`config.mk`:
```
export PLATFORM = sky130hd
export DESIGN_NAME = address_number_interpolator_core_flat
export DESIGN_NICKNAME = d
export VERILOG_FILES = /design/src/rtl/core/anip_pkg.sv /design/src/rtl/core/anip_ifs.sv /design/src/rtl/core/address_number_interpolator_core.sv /design/src/rtl/core/anip_divider.sv /design/src/flat_wrapper.sv
export SDC_FILE = /design/constraint.sdc
export NUM_CORES = 2
export LEC_CHECK = 0
export ABC_AREA = 1
export BUFFER_PORTS_ARGS = -buffer_cell sky130_fd_sc_hd__buf_2
export CAP_MARGIN = 20
export CORE_MARGIN = 2
export CORE_UTILIZATION = 36
export DETAILED_ROUTE_END_ITERATION = 8
export SYNTH_ARGS = -nofsm -noshare
export SYNTH_HDL_FRONTEND = slang
export SYNTH_SLANG_ARGS = --single-unit
export TNS_END_PERCENT = 50
```
`constraint.sdc`:
```
create_clock -name clk -period 15.68 [get_ports clk]
set_input_delay 1.568 -clock clk [delete_from_list [all_inputs] [get_ports clk]]
set_output_delay 1.568 -clock clk [all_outputs]
set_load 0.03 [all_outputs]
```
`src/rtl/core/anip_pkg.sv`:
```
// ----------------------------------------------------------------------------
// anip_pkg: shared types and constants of the address number interpolator
// Field widths, step codes and the control/status bundle of the divider.
// ----------------------------------------------------------------------------
package anip_pkg;

  // Payload widths
  localparam int LAT_W = 31;
  localparam int LON_W = 32;
  localparam int NUM_W = 16;
  localparam int STEP_W = 2;

  // Run length limit default
  localparam int MAX_RUN_DEF = 64;

  // House number steps: all numbers, or even/odd keeping parity
  localparam logic [NUM_W:0] STEP_ALL = 17'd1;
  localparam logic [NUM_W:0] STEP_PARITY = 17'd2;
  localparam logic [STEP_W-1:0] STEP_SIZE_RESET = 2'd1;

  // Divider geometry: quotient below |delta| < 2^32, divisor below 2^16
  localparam int DIV_Q_W = 32;
  localparam int DIV_R_W = NUM_W;
  localparam int DIVIDEND_W = DIV_Q_W + DIV_R_W;
  localparam int DIV_CNT_W = $clog2(DIV_Q_W + 1);

  typedef struct packed {
    logic start;
    logic [DIVIDEND_W-1:0] dividend;
    logic [DIV_R_W-1:0] divisor;
  } div_ctrl_t;

  typedef struct packed {
    logic busy;
    logic [DIV_Q_W-1:0] quotient;
  } div_stat_t;

endpackage

```
`src/rtl/core/anip_ifs.sv`:
```
// ----------------------------------------------------------------------------
// anip_ifs: channel interfaces of the address number interpolator
// Point request channel, result request channel and step register write.
// ----------------------------------------------------------------------------
interface anip_point_if;
  logic valid;
  logic ready;
  logic signed [anip_pkg::LAT_W-1:0] latitude;
  logic signed [anip_pkg::LON_W-1:0] longitude;
  logic [anip_pkg::NUM_W-1:0] house_number;
  logic first_of_way;

  modport source (output valid, latitude, longitude, house_number, first_of_way,
                  input ready);
  modport sink (input valid, latitude, longitude, house_number, first_of_way,
                output ready);
endinterface

interface anip_result_if;
  logic valid;
  logic ready;
  logic [anip_pkg::NUM_W-1:0] number_out;
  logic signed [anip_pkg::LAT_W-1:0] latitude_out;
  logic signed [anip_pkg::LON_W-1:0] longitude_out;
  logic last_of_run;
  logic truncated;

  modport source (output valid, number_out, latitude_out, longitude_out,
                  last_of_run, truncated, input ready);
  modport sink (input valid, number_out, latitude_out, longitude_out,
                last_of_run, truncated, output ready);
endinterface

interface anip_cfg_if;
  logic valid;
  logic ready;
  logic [anip_pkg::STEP_W-1:0] step_size;

  modport source (output valid, step_size, input ready);
  modport sink (input valid, step_size, output ready);
endinterface

```
`src/rtl/core/address_number_interpolator_core.sv`:
```
// ----------------------------------------------------------------------------
// address_number_interpolator_core: house number interpolation between points
// Takes address points of a way in order and emits every house number that
// lies strictly between two neighboring points, stepping by 1 or by 2, each
// with latitude and longitude placed linearly by number in 1e-7 degree
// units: prev + ((cur - prev) * (n - l)) / (h - l), truncated toward zero.
// A point that starts a way, follows no stored point, repeats the stored
// number or has no number between it and the stored one is only stored
// and emits nothing. Otherwise, for each of the two coordinates, S_MUL
// starts a 32x16 magnitude product into the shared restoring divider,
// which retires one quotient bit per cycle, and S_DIV applies sign and
// base; S_WRITE then hands the result to the output register once free.
// The point channel is not ready while a run is computed; the run's last
// result may wait at the output while the next point request is already
// taken. A run stops after MAX_RUN results; last_of_run marks its final
// result, and truncated too if numbers remained. The step register may be
// written while the block is idle; codes 0 and 1 step by one, 2 and 3 by two.
// ----------------------------------------------------------------------------
module address_number_interpolator_core #(
  parameter int MAX_RUN = anip_pkg::MAX_RUN_DEF
) (
  input  logic                 clk,
  input  logic                 rst,
  anip_cfg_if.sink             cfg,
  anip_point_if.sink           points,
  anip_result_if.source        results
);

  localparam int CNT_W = $clog2(MAX_RUN + 1);
  localparam int LAT_W = anip_pkg::LAT_W;
  localparam int LON_W = anip_pkg::LON_W;
  localparam int NUM_W = anip_pkg::NUM_W;
  localparam int Q_W = anip_pkg::DIV_Q_W;

  typedef enum logic [3:0] {
    S_IDLE  = 4'b0001,
    S_MUL   = 4'b0010,
    S_DIV   = 4'b0100,
    S_WRITE = 4'b1000
  } state_t;

  state_t state;

  // Step register, always writable
  logic [anip_pkg::STEP_W-1:0] step_size;

  // Stored point of the way
  logic signed [LAT_W-1:0] prev_lat;
  logic signed [LON_W-1:0] prev_lon;
  logic [NUM_W-1:0] prev_num;
  logic have_prev;

  // Run context: base point, deltas as sign and magnitude, progress
  logic signed [LAT_W-1:0] base_lat;
  logic signed [LON_W-1:0] base_lon;
  logic [NUM_W-1:0] base_num;
  logic up;
  logic [NUM_W-1:0] den;
  logic [Q_W-1:0] dmag_lat;
  logic [Q_W-1:0] dmag_lon;
  logic dneg_lat;
  logic dneg_lon;
  logic [NUM_W:0] num;
  logic [NUM_W:0] step;
  logic [CNT_W-1:0] count;
  logic sel_lon;
  logic signed [LAT_W-1:0] res_lat;
  logic signed [LON_W-1:0] res_lon;

  // Output register
  logic out_valid;
  logic [NUM_W-1:0] out_num;
  logic signed [LAT_W-1:0] out_lat;
  logic signed [LON_W-1:0] out_lon;
  logic out_last;
  logic out_trunc;

  anip_pkg::div_ctrl_t div_ctrl;
  anip_pkg::div_stat_t div_stat;

  // Accept-cycle comparisons against the stored point
  logic [LAT_W+1:0] d_lat;
  logic [LON_W:0] d_lon;
  logic [LAT_W+1:0] d_lat_abs;
  logic [LON_W:0] d_lon_abs;
  logic h_up;
  logic [NUM_W-1:0] h_den;
  logic [NUM_W:0] step_sel;
  logic emit;
  logic point_acc;

  // Result path
  logic [Q_W-1:0] dmag_sel;
  logic [LON_W:0] q_signed;
  logic [LON_W:0] coord_sum;
  logic [NUM_W:0] num_next;
  logic [CNT_W-1:0] count_next;
  logic run_full;
  logic run_done;
  logic out_free;

  anip_divider u_div (
    .clk  (clk),
    .rst  (rst),
    .ctrl (div_ctrl),
    .stat (div_stat)
  );

  assign cfg.ready = 1'b1;
  assign points.ready = (state == S_IDLE);
  assign point_acc = points.valid && points.ready;

  assign d_lat = {{2{points.latitude[LAT_W-1]}}, points.latitude}
               - {{2{prev_lat[LAT_W-1]}}, prev_lat};
  assign d_lon = {points.longitude[LON_W-1], points.longitude}
               - {prev_lon[LON_W-1], prev_lon};
  assign d_lat_abs = d_lat[LAT_W+1] ? -d_lat : d_lat;
  assign d_lon_abs = d_lon[LON_W] ? -d_lon : d_lon;
  assign h_up = points.house_number > prev_num;
  assign h_den = h_up ? points.house_number - prev_num : prev_num - points.house_number;
  assign step_sel = step_size[1] ? anip_pkg::STEP_PARITY : anip_pkg::STEP_ALL;
  assign emit = have_prev && !points.first_of_way && (step_sel < {1'b0, h_den});

  // Multiply the selected delta magnitude by the number offset into the divider
  assign dmag_sel = sel_lon ? dmag_lon : dmag_lat;
  assign div_ctrl.start = (state == S_MUL);
  assign div_ctrl.dividend = anip_pkg::DIVIDEND_W'(dmag_sel)
                           * anip_pkg::DIVIDEND_W'(num[NUM_W-1:0]);
  assign div_ctrl.divisor = den;

  // Apply the delta sign and add the base coordinate
  always_comb begin
    if (sel_lon ? dneg_lon : dneg_lat) begin
      q_signed = -{1'b0, div_stat.quotient};
    end else begin
      q_signed = {1'b0, div_stat.quotient};
    end
    if (sel_lon) begin
      coord_sum = {base_lon[LON_W-1], base_lon} + q_signed;
    end else begin
      coord_sum = {{2{base_lat[LAT_W-1]}}, base_lat} + q_signed;
    end
  end

  assign num_next = num + step;
  assign count_next = count + 1'b1;
  assign run_full = (count_next == CNT_W'(MAX_RUN));
  assign run_done = (num_next >= {1'b0, den}) || run_full;
  assign out_free = !out_valid || results.ready;

  always_ff @(posedge clk) begin
    if (rst) begin
      step_size <= anip_pkg::STEP_SIZE_RESET;
    end else if (cfg.valid) begin
      step_size <= cfg.step_size;
    end
  end

  // Sequencer: idle, start product and divide, wait, hand result out
  always_ff @(posedge clk) begin
    if (rst) begin
      state <= S_IDLE;
      have_prev <= 1'b0;
      prev_lat <= '0;
      prev_lon <= '0;
      prev_num <= '0;
      count <= '0;
      sel_lon <= 1'b0;
    end else begin
      unique case (state)
        S_IDLE: begin
          if (point_acc) begin
            // store the point now; the run keeps its own copy of the base
            prev_lat <= points.latitude;
            prev_lon <= points.longitude;
            prev_num <= points.house_number;
            have_prev <= 1'b1;
            count <= '0;
            sel_lon <= 1'b0;
            if (emit) begin
              state <= S_MUL;
            end
          end
        end
        S_MUL: begin
          state <= S_DIV;
        end
        S_DIV: begin
          if (!div_stat.busy) begin
            if (sel_lon) begin
              state <= S_WRITE;
            end else begin
              sel_lon <= 1'b1;
              state <= S_MUL;
            end
          end
        end
        S_WRITE: begin
          if (out_free) begin
            count <= count_next;
            sel_lon <= 1'b0;
            state <= run_done ? S_IDLE : S_MUL;
          end
        end
        default: begin
          state <= S_IDLE;
        end
      endcase
    end
  end

  // Run context and coordinate holding registers
  always_ff @(posedge clk) begin
    if (point_acc) begin
      base_lat <= prev_lat;
      base_lon <= prev_lon;
      base_num <= prev_num;
      up <= h_up;
      den <= h_den;
      dmag_lat <= d_lat_abs[Q_W-1:0];
      dneg_lat <= d_lat[LAT_W+1];
      dmag_lon <= d_lon_abs[Q_W-1:0];
      dneg_lon <= d_lon[LON_W];
      step <= step_sel;
      num <= step_sel;
    end else if (state == S_WRITE && out_free) begin
      num <= num_next;
    end
    if (state == S_DIV && !div_stat.busy && !sel_lon) begin
      res_lat <= coord_sum[LAT_W-1:0];
    end
    // hold the longitude here until the output register is free
    if (state == S_DIV && !div_stat.busy && sel_lon) begin
      res_lon <= coord_sum[LON_W-1:0];
    end
  end

  // Output register: load when empty or being drained
  always_ff @(posedge clk) begin
    if (rst) begin
      out_valid <= 1'b0;
    end else if (state == S_WRITE && out_free) begin
      out_valid <= 1'b1;
    end else if (results.ready) begin
      out_valid <= 1'b0;
    end
  end

  always_ff @(posedge clk) begin
    if (state == S_WRITE && out_free) begin
      out_num <= up ? base_num + num[NUM_W-1:0] : base_num - num[NUM_W-1:0];
      out_lat <= res_lat;
      out_lon <= res_lon;
      out_last <= run_done;
      out_trunc <= run_full && (num_next < {1'b0, den});
    end
  end

  assign results.valid = out_valid;
  assign results.number_out = out_num;
  assign results.latitude_out = out_lat;
  assign results.longitude_out = out_lon;
  assign results.last_of_run = out_last;
  assign results.truncated = out_trunc;

`ifndef SYNTHESIS
  // A new point request is never taken while the divider is still working
  a_idle_div: assert property (@(posedge clk) disable iff (rst)
    points.ready |-> !div_stat.busy)
    else $error("point request taken while divider busy");

  // The run counter never passes its limit
  a_count: assert property (@(posedge clk) disable iff (rst)
    count <= CNT_W'(MAX_RUN))
    else $error("run counter beyond limit");

  // A cut run always ends on the flagged result
  a_trunc: assert property (@(posedge clk) disable iff (rst)
    (results.valid && results.truncated) |-> results.last_of_run)
    else $error("truncated result not last of run");
`endif

endmodule

```
`src/rtl/core/anip_divider.sv`:
```
// ----------------------------------------------------------------------------
// anip_divider: restoring divider, one quotient bit per cycle
// Divides a 48-bit magnitude by a 16-bit magnitude whose quotient is known
// to fit 32 bits; the upper dividend bits seed the remainder.
// ----------------------------------------------------------------------------
module anip_divider (
  input  logic                clk,
  input  logic                rst,
  input  anip_pkg::div_ctrl_t ctrl,
  output anip_pkg::div_stat_t stat
);

  logic [anip_pkg::DIV_R_W-1:0] rem;
  logic [anip_pkg::DIV_Q_W-1:0] quo;
  logic [anip_pkg::DIV_R_W-1:0] divisor;
  logic [anip_pkg::DIV_CNT_W-1:0] cnt;
  logic busy;

  logic [anip_pkg::DIV_R_W:0] shifted;
  logic [anip_pkg::DIV_R_W:0] trial;
  logic take;

  // trial subtract of the shifted remainder
  assign shifted = {rem, quo[anip_pkg::DIV_Q_W-1]};
  assign trial = shifted - {1'b0, divisor};
  assign take = shifted >= {1'b0, divisor};

  always_ff @(posedge clk) begin
    if (rst) begin
      busy <= 1'b0;
      cnt <= '0;
    end else if (ctrl.start) begin
      busy <= 1'b1;
      cnt <= anip_pkg::DIV_CNT_W'(anip_pkg::DIV_Q_W);
    end else if (busy) begin
      cnt <= cnt - 1'b1;
      busy <= (cnt != anip_pkg::DIV_CNT_W'(1));
    end
  end

  always_ff @(posedge clk) begin
    if (ctrl.start) begin
      rem <= ctrl.dividend[anip_pkg::DIVIDEND_W-1:anip_pkg::DIV_Q_W];
      quo <= ctrl.dividend[anip_pkg::DIV_Q_W-1:0];
      divisor <= ctrl.divisor;
    end else if (busy) begin
      rem <= take ? trial[anip_pkg::DIV_R_W-1:0] : shifted[anip_pkg::DIV_R_W-1:0];
      quo <= {quo[anip_pkg::DIV_Q_W-2:0], take};
    end
  end

  assign stat.busy = busy;
  assign stat.quotient = quo;

endmodule

```
`src/flat_wrapper.sv`:
```
// flat-port wrapper written by rule: the top's interface ports become plain ports
module address_number_interpolator_core_flat 
#(
  parameter int MAX_RUN = anip_pkg::MAX_RUN_DEF
)
  (clk, rst, cfg_valid, cfg_step_size, cfg_ready, points_valid, points_latitude, points_longitude, points_house_number, points_first_of_way, points_ready, results_valid, results_number_out, results_latitude_out, results_longitude_out, results_last_of_run, results_truncated, results_ready);
  anip_cfg_if cfg_i ();
  anip_point_if points_i ();
  anip_result_if results_i ();
  input  logic clk;
  input  logic rst;
  input wire logic [$bits(cfg_i.valid)-1:0] cfg_valid;
  input wire logic [$bits(cfg_i.step_size)-1:0] cfg_step_size;
  output wire logic [$bits(cfg_i.ready)-1:0] cfg_ready;
  input wire logic [$bits(points_i.valid)-1:0] points_valid;
  input wire logic [$bits(points_i.latitude)-1:0] points_latitude;
  input wire logic [$bits(points_i.longitude)-1:0] points_longitude;
  input wire logic [$bits(points_i.house_number)-1:0] points_house_number;
  input wire logic [$bits(points_i.first_of_way)-1:0] points_first_of_way;
  output wire logic [$bits(points_i.ready)-1:0] points_ready;
  output wire logic [$bits(results_i.valid)-1:0] results_valid;
  output wire logic [$bits(results_i.number_out)-1:0] results_number_out;
  output wire logic [$bits(results_i.latitude_out)-1:0] results_latitude_out;
  output wire logic [$bits(results_i.longitude_out)-1:0] results_longitude_out;
  output wire logic [$bits(results_i.last_of_run)-1:0] results_last_of_run;
  output wire logic [$bits(results_i.truncated)-1:0] results_truncated;
  input wire logic [$bits(results_i.ready)-1:0] results_ready;
  assign cfg_i.valid = cfg_valid;
  assign cfg_i.step_size = cfg_step_size;
  assign cfg_ready = cfg_i.ready;
  assign points_i.valid = points_valid;
  assign points_i.latitude = points_latitude;
  assign points_i.longitude = points_longitude;
  assign points_i.house_number = points_house_number;
  assign points_i.first_of_way = points_first_of_way;
  assign points_ready = points_i.ready;
  assign results_valid = results_i.valid;
  assign results_number_out = results_i.number_out;
  assign results_latitude_out = results_i.latitude_out;
  assign results_longitude_out = results_i.longitude_out;
  assign results_last_of_run = results_i.last_of_run;
  assign results_truncated = results_i.truncated;
  assign results_i.ready = results_ready;
  address_number_interpolator_core #(.MAX_RUN(MAX_RUN)) u_core (.clk(clk), .rst(rst), .cfg(cfg_i), .points(points_i), .results(results_i));
endmodule
```
# [Word level (Yosys, flattened, before mapping)]
# Index checks and enable logic that the tools add are counted.
[totals] register_bits=506 elab_cells=124
[classes] muxes=36 addsub=15 n_eq_ne=10 n_reduce_logical=24 mul=1 magnitude_cmp=5
[ops] op="32-bit two-way mux" n=7
[ops] op="32-bit negation" n=3
[ops] op="16-bit two-way mux" n=5
[ops] op="32-bit adder" n=2
[ops] op="16-bit subtractor" n=4
[ops] op="32-bit by 16-bit multiplier with 48-bit output" n=1
[ops] op="17-bit by 16-bit >= comparator with 1-bit output" n=2
[ops] op="17-bit by 16-bit less-than comparator with 1-bit output" n=2
[ops] op="17-bit two-way mux" n=2
[ops] op="32-bit by 32-bit subtractor with 33-bit output" n=1
[ops] op="31-bit by 31-bit subtractor with 32-bit output" n=1
[ops] op="4-bit two-way mux" n=5
[ops] op="17-bit adder" n=1
[ops] op="16-bit adder" n=1
[ops] op="16-bit greater-than comparator" n=1
[ops] op="4-bit case mux with 4 select lines" n=1
[ops] op="7-bit two-way mux" n=2
[ops] op="7-bit case mux with 2 select lines" n=1
[ops] op="6-bit two-way mux" n=2
[ops] op="1-bit logical AND" n=8
[ops] op="1-bit two-way mux" n=8
[ops] op="4-bit AND reduction" n=2
[ops] op="2-bit nonzero test" n=4
[ops] op="7-bit by 1-bit adder with 7-bit output, second input constant" n=1
[ops] op="other kinds (17)" n=24

# [Logic depth before layout (Yosys ltp)]
[logic_depth] ltp_word=7 mapped_depth=33

# [Hierarchy]
# From an unflattened synthesis, not the netlist that was laid out.
[hier_totals] hier_cells=5982 hier_area_um2=47425.5
[modules_own_cells] mod="address_number_interpolator_core" n_inst=1 cells_each=5454 area_per_inst_um2=43092.6 seq_area_each_um2=11641.2
[modules_own_cells] mod="anip_divider" n_inst=1 cells_each=528 area_per_inst_um2=4332.9 seq_area_each_um2=2062.0

# [Worst setup path after synthesis]
# Ideal clock, no wire load.
[synth_path] path_type="input to register" from="in points_valid" to="reg u_core.base_lat[0] (enable)" setup_ns=0.593 setup_slack_ns=8.571 required_ns=15.087 stages=3 arrival_ns=6.517 path_cell_list="inv_1 > nor2_1 > clkbuf_1"
[synth_between] elab_chain_cells=1
[synth_rtl] element="start, declared" line_no="flat_wrapper.sv:15" source="input wire logic [$bits(points_i.valid)-1:0] points_valid;"
[synth_rtl] element="1-bit logical AND" line_no="address_number_interpolator_core.sv:111" source="assign point_acc = points.valid && points.ready;"
[synth_rtl] element="named net u_core.point_acc" line_no="address_number_interpolator_core.sv:90" source="logic point_acc;"
[synth_rtl] element="end signal, assigned" line_no="address_number_interpolator_core.sv:215" source="base_lat <= prev_lat;"
[synth_rtl] element="end, declared" line_no="address_number_interpolator_core.sv:54" source="logic signed [LAT_W-1:0] base_lat;"
# The timed path passes the listed nets, and every way through them passes these cells.
# A chain may end at the register's enable or synchronous reset.

# [Final worst setup path]
[layout_path] from="reg u_core.sel_lon" to="reg u_core.u_div.rem[7] (netlist name) (data pin)"
[layout_between] elab_chain_cells=3
[layout_rtl] element="start, declared" line_no="address_number_interpolator_core.sv:66" source="logic sel_lon;"
[layout_rtl] element="start signal, assigned" line_no="address_number_interpolator_core.sv:168" source="sel_lon <= 1'b0;"
[layout_rtl] element="start signal, assigned" line_no="address_number_interpolator_core.sv:179" source="sel_lon <= 1'b0;"
[layout_rtl] element="start signal, assigned" line_no="address_number_interpolator_core.sv:193" source="sel_lon <= 1'b1;"
[layout_rtl] element="32-bit two-way mux" line_no="address_number_interpolator_core.sv:125" source="assign dmag_sel = sel_lon ? dmag_lon : dmag_lat;"
[layout_rtl] element="32-bit by 16-bit multiplier with 48-bit output" line_no="address_number_interpolator_core.sv:128" source="* anip_pkg::DIVIDEND_W'(num[NUM_W-1:0]);"
[layout_rtl] element="16-bit two-way mux" line_no="anip_divider.sv:42" source="if (ctrl.start) begin"
[layout_rtl] element="end signal, assigned" line_no="anip_divider.sv:43" source="rem <= ctrl.dividend[anip_pkg::DIVIDEND_W-1:anip_pkg::DIV_Q_W];"
[layout_rtl] element="end signal, assigned" line_no="anip_divider.sv:47" source="rem <= take ? trial[anip_pkg::DIV_R_W-1:0] : shifted[anip_pkg::DIV_R_W-1:0];"
[layout_rtl] element="end, declared" line_no="anip_divider.sv:13" source="logic [anip_pkg::DIV_R_W-1:0] rem;"
# Every way passes these cells.

==> reports/results.env <==
RUN_STATUS='complete, no violations'
YOSYSWARNINGS=0
SETUP.REG_TO_REG.WORST_SLACK_PS=7190
CLKSINKCOUNT=490
BUFFER_TYPE_AT_THE_CLOCK_TREE_ROOT='clkbuf_16'
FINAL.PERIOD_UTILIZATION_PCT=54.2
IO_BUFFERS=168
NETS=6831
DP.FINAL_HPWL_MM=114
SYNTH_EDF_COUNT=389
MAX_CAP_VIOLATIONS=0
REGTOREGENDPOINT='u_core.u_div.rem[7]$_DFFE_PP_'
USE_MET1_PCT=29.5
WIDTH_OF_THE_DIE_UM=365
WORSTSETUPPATHTYPE='flip-flop to flip-flop'
FIRSTDRTPASSITERS=6
ROUTEDWLPERCELL_UM=18.4
DRT-TOTAL-WL_MM=144
CTSHOLDBUFFERS=0
SYNTH_SEQ_CELLS=490
FLOW.AREA_GROWTH_FROM_SYNTHESIS_PCT=10.0
POST-ROUTE-MIN-PERIOD_PS=8490
LAYER_WITH_THE_HIGHEST_USAGE='met2'
HOLDPATHSTAGES=0
SYNTH_CELL_TYPE_COUNT=63
DRCVIOLATIONCOUNT=0
WORST_PATH_ARRIVAL_PS=8900
CLOCK_TREE_FROM_TRITONCTS='yes'
GLOBAL_ROUTE.OVERFLOW_TOTAL=0
UNREPAIRED_SETUP_ENDPOINTS_AFTER_GLOBAL_ROUTING='false'
GRT_ANTENNA_BEFORE_REPAIR=1
PLACEABLECOREAREA_MM2=0.129
MULTI_INPUT_AREA_MM2=0.0284
REPORT.FINAL.HOLD_VIOL_COUNT=0
NUM_VIAS=38777
MAX_SLEW_MARGIN_PCT=28.5
GRT_FIRST_PASS_WIRELENGTH_MM=222
WORSTPATHMAXFANOUT=64
SEQUENTIAL_CELL_AREA_MM2=0.0137
TIMING.CRITICAL_PATH.FROM_TYPE='flip-flop'
ROW_COUNT=132
SYNTHESIS.AREA_PER_INSTANCE_UM2=7.95
SYN_INST=5896
FILL_CELLS=13260
SYNTH-ASYNC-RESET-RATIO_PCT=0
CP_DATA_REQUIRED_TIME_PS=16080
HTREE_LEVELS=2
GR-USAGE-MET2_PCT=35.2
ANTENNADIODECOUNT=0
DOMINANTREGCELLSYNTH='edfxtp_1'
LAYOUT-DRIVE-GT1-SHARE_PCT=7.70
DRT_FIRST_ITER_VIOLATIONS=3149
CLOCK_LATENCY_REPORTED_FOR_THE_LATE_SIDE_OF_THE_WORST_SKEW_PAIR_PS=700
REG2REG_FROM='u_core.sel_lon$_SDFFE_PP0P_'
TIMING.REG2REG.WORST_PATH_DEPTH=25
HOLD_PATH_END='u_core.results.latitude_out[8]$_DFFE_PP_'
CTS_BUFFERS=57
ACHIEVABLE-FREQUENCY_MHz=118
MIN_PATH_TYPE='flip-flop to flip-flop'
FIN_WORST_SKEW_PS=86.0
WORSTHOLDSTART='u_core.res_lat[8]$_DFFE_PP_'
CTS-ROOT-TO-SINK-BUFFERS=3
FINALSETUPTNS_PS=0
CTS_REPAIR_RESIZE_COUNT=0
CTS_SETUP_BUFFERS=0
USE_MET3_PCT=3.89
SYNTH.NET_COUNT=6711
GROUTE.USAGE.OVERALL_PCT=21.7
VIAS_IN_THE_FIRST_GLOBAL_ROUTE=37843
GP_ROUTABILITY_CONGESTION=0.953
KIND_OF_CAPTURE_POINT_OF_THE_WORST_SETUP_PATH='flip-flop'
ANTENNA_LEFT=0
CLK_TRANSITION_REPORTED_PATHS_PS=60
LAYOUT_COMMON_CELLS='nand2_1, inv_1, nor2_1'
FP.DIEAREA_MM2=0.133
FLOORPLAN.IO_PINS=171
FINAL_COMMON_CELL='nand2_1'
INITIAL_CORE_UTIL_PCT=36.3
SYNTHESIZED_AREA_MM2=0.0469
FINAL_SETUP_VIOLATIONS=0
SEQUENTIAL_TO_TOTAL_AREA_SHARE_FROM_YOSYS_STAT_PCT=29.2
VIAS_PER_CELL=4.97
FINAL-MAX-SLEW-VIOLATION-COUNT=0
GRT_START_MAX_NET_PINS=136
DIE_Y_UM=365
TIMING_WORST_SLEW_PIN_VALUE_PS=1070
[metal layers]
layer	part of all wire, %	wire length [µm]
met1	44	63400
met2	46	65900
met3	7.2	10400
met4	2.8	4070
met5	0.0090	13
[critical path, cell delays in order, from the launching register on]
cell and delay (ps):
dfxtp_2 330, clkinv_1 140, buf_4 340, or2_2 360, nand2_1 350, clkinv_1 530, nand2_1 200, fa_1 420
inv_1 80, fa_1 440, fa_1 530, fa_1 520, fa_1 550, inv_1 50, fa_1 590, inv_1 60
ha_1 380, a21oi_1 170, inv_1 80, a31oi_1 400, o21ai_0 280, o21bai_1 220, a21oi_1 620, o21bai_1 200
o21ai_0 300, nand2_1 100
[area by class of cell]
type / instances / share of cell area, %
Tap cell: 1742 / 4.23
Timing Repair Buffer: 207 / 2.22
Multi-Input combinational cell: 4143 / 55.1
Clock inverter: 41 / 0.856
Inverter: 1117 / 8.13
Sequential cell: 490 / 26.6
Clock buffer: 64 / 2.88
[registers in the layout (all words and copies together), names as in the netlist, 32 cells and up]
signal                        count
u_core.res_lon                   32
u_core.results.longitude_out     32
u_core.dmag_lat                  32
u_core.base_lon                  32
u_core.u_div.quo                 32
u_core.prev_lon                  32
u_core.dmag_lon                  32
[kinds of logic after synthesis]
kind of cell    share of synthesized area, %
compound gates                          8.15
xor+xnor                                4.01
fa+ha+maj                               26.2
buf+inv                                 10.2
flops                                   29.2
other cells                          0.00800
simple gates                            22.1
[worst max-delay path by stage]
| stage | start | to | slack (ps) | cells after the start |
|---|---|---|---|---|
| after detailed placement | u_core.sel_lon$_SDFFE_PP0P_ | u_core.u_div.rem[7]$_DFFE_PP_ | 7220 | 27 |
| after CTS | u_core.sel_lon$_SDFFE_PP0P_ | u_core.u_div.rem[7]$_DFFE_PP_ | 7260 | 25 |
| after global placement | u_core.sel_lon$_SDFFE_PP0P_ | u_core.u_div.rem[7]$_DFFE_PP_ | 7300 | 27 |
| after global routing | u_core.sel_lon$_SDFFE_PP0P_ | u_core.u_div.rem[15]$_DFFE_PP_ | 6960 | 26 |
| final | u_core.sel_lon$_SDFFE_PP0P_ | u_core.u_div.rem[7]$_DFFE_PP_ | 7190 | 25 |
| after floorplan | points_valid | u_core.base_lat[0]$_DFFE_PP_ | 8570 | 3 |
[through the flow]
step                      hold slack (ps)  cells  setup slack [ps]  cell area (µm²)  utilization, %
after global routing                  424   7804              6960            51600            39.9
after global placement                403   7699              7300            49700            38.4
after CTS                             416   7804              7260            51600            39.9
after floorplan                       400   5896              8570            46900               -
final                                 415   7804              7190            51600            39.9
after detailed placement              405   7699              7220            49700            38.4
[cells in the mapped netlist, drive strengths merged (2+ instances only)]
master / instances / area share, %
o21bai: 15 / 0.24
a21boi: 9 / 0.14
and3: 5 / 0.067
xnor2: 60 / 1.2
fa: 426 / 18
a21o: 10 / 0.16
a21oi: 342 / 3.7
clkbuf: 116 / 0.94
a31o: 2 / 0.037
nor2: 603 / 5.0
nand2: 1449 / 12
nor3: 60 / 0.68
buf: 30 / 0.35
a31oi: 27 / 0.36
edfxtp: 389 / 25
nor4: 13 / 0.17
dfxtp: 101 / 4.3
clkinv: 26 / 0.21
inv: 1091 / 8.7
nand3: 194 / 2.2
o21ai: 279 / 3.0
xor2: 149 / 2.8
or2: 68 / 0.91
ha: 302 / 8.1
and2: 5 / 0.067
nand3b: 7 / 0.11
o31ai: 5 / 0.080
a211oi: 3 / 0.048
o221ai: 3 / 0.056
o211ai: 4 / 0.064
nand4: 83 / 1.1
o21a: 9 / 0.14
Power is left out: the tool's default activity adds up to more than one toggle a clock period on the data nets, which glitch-free logic cannot reach.
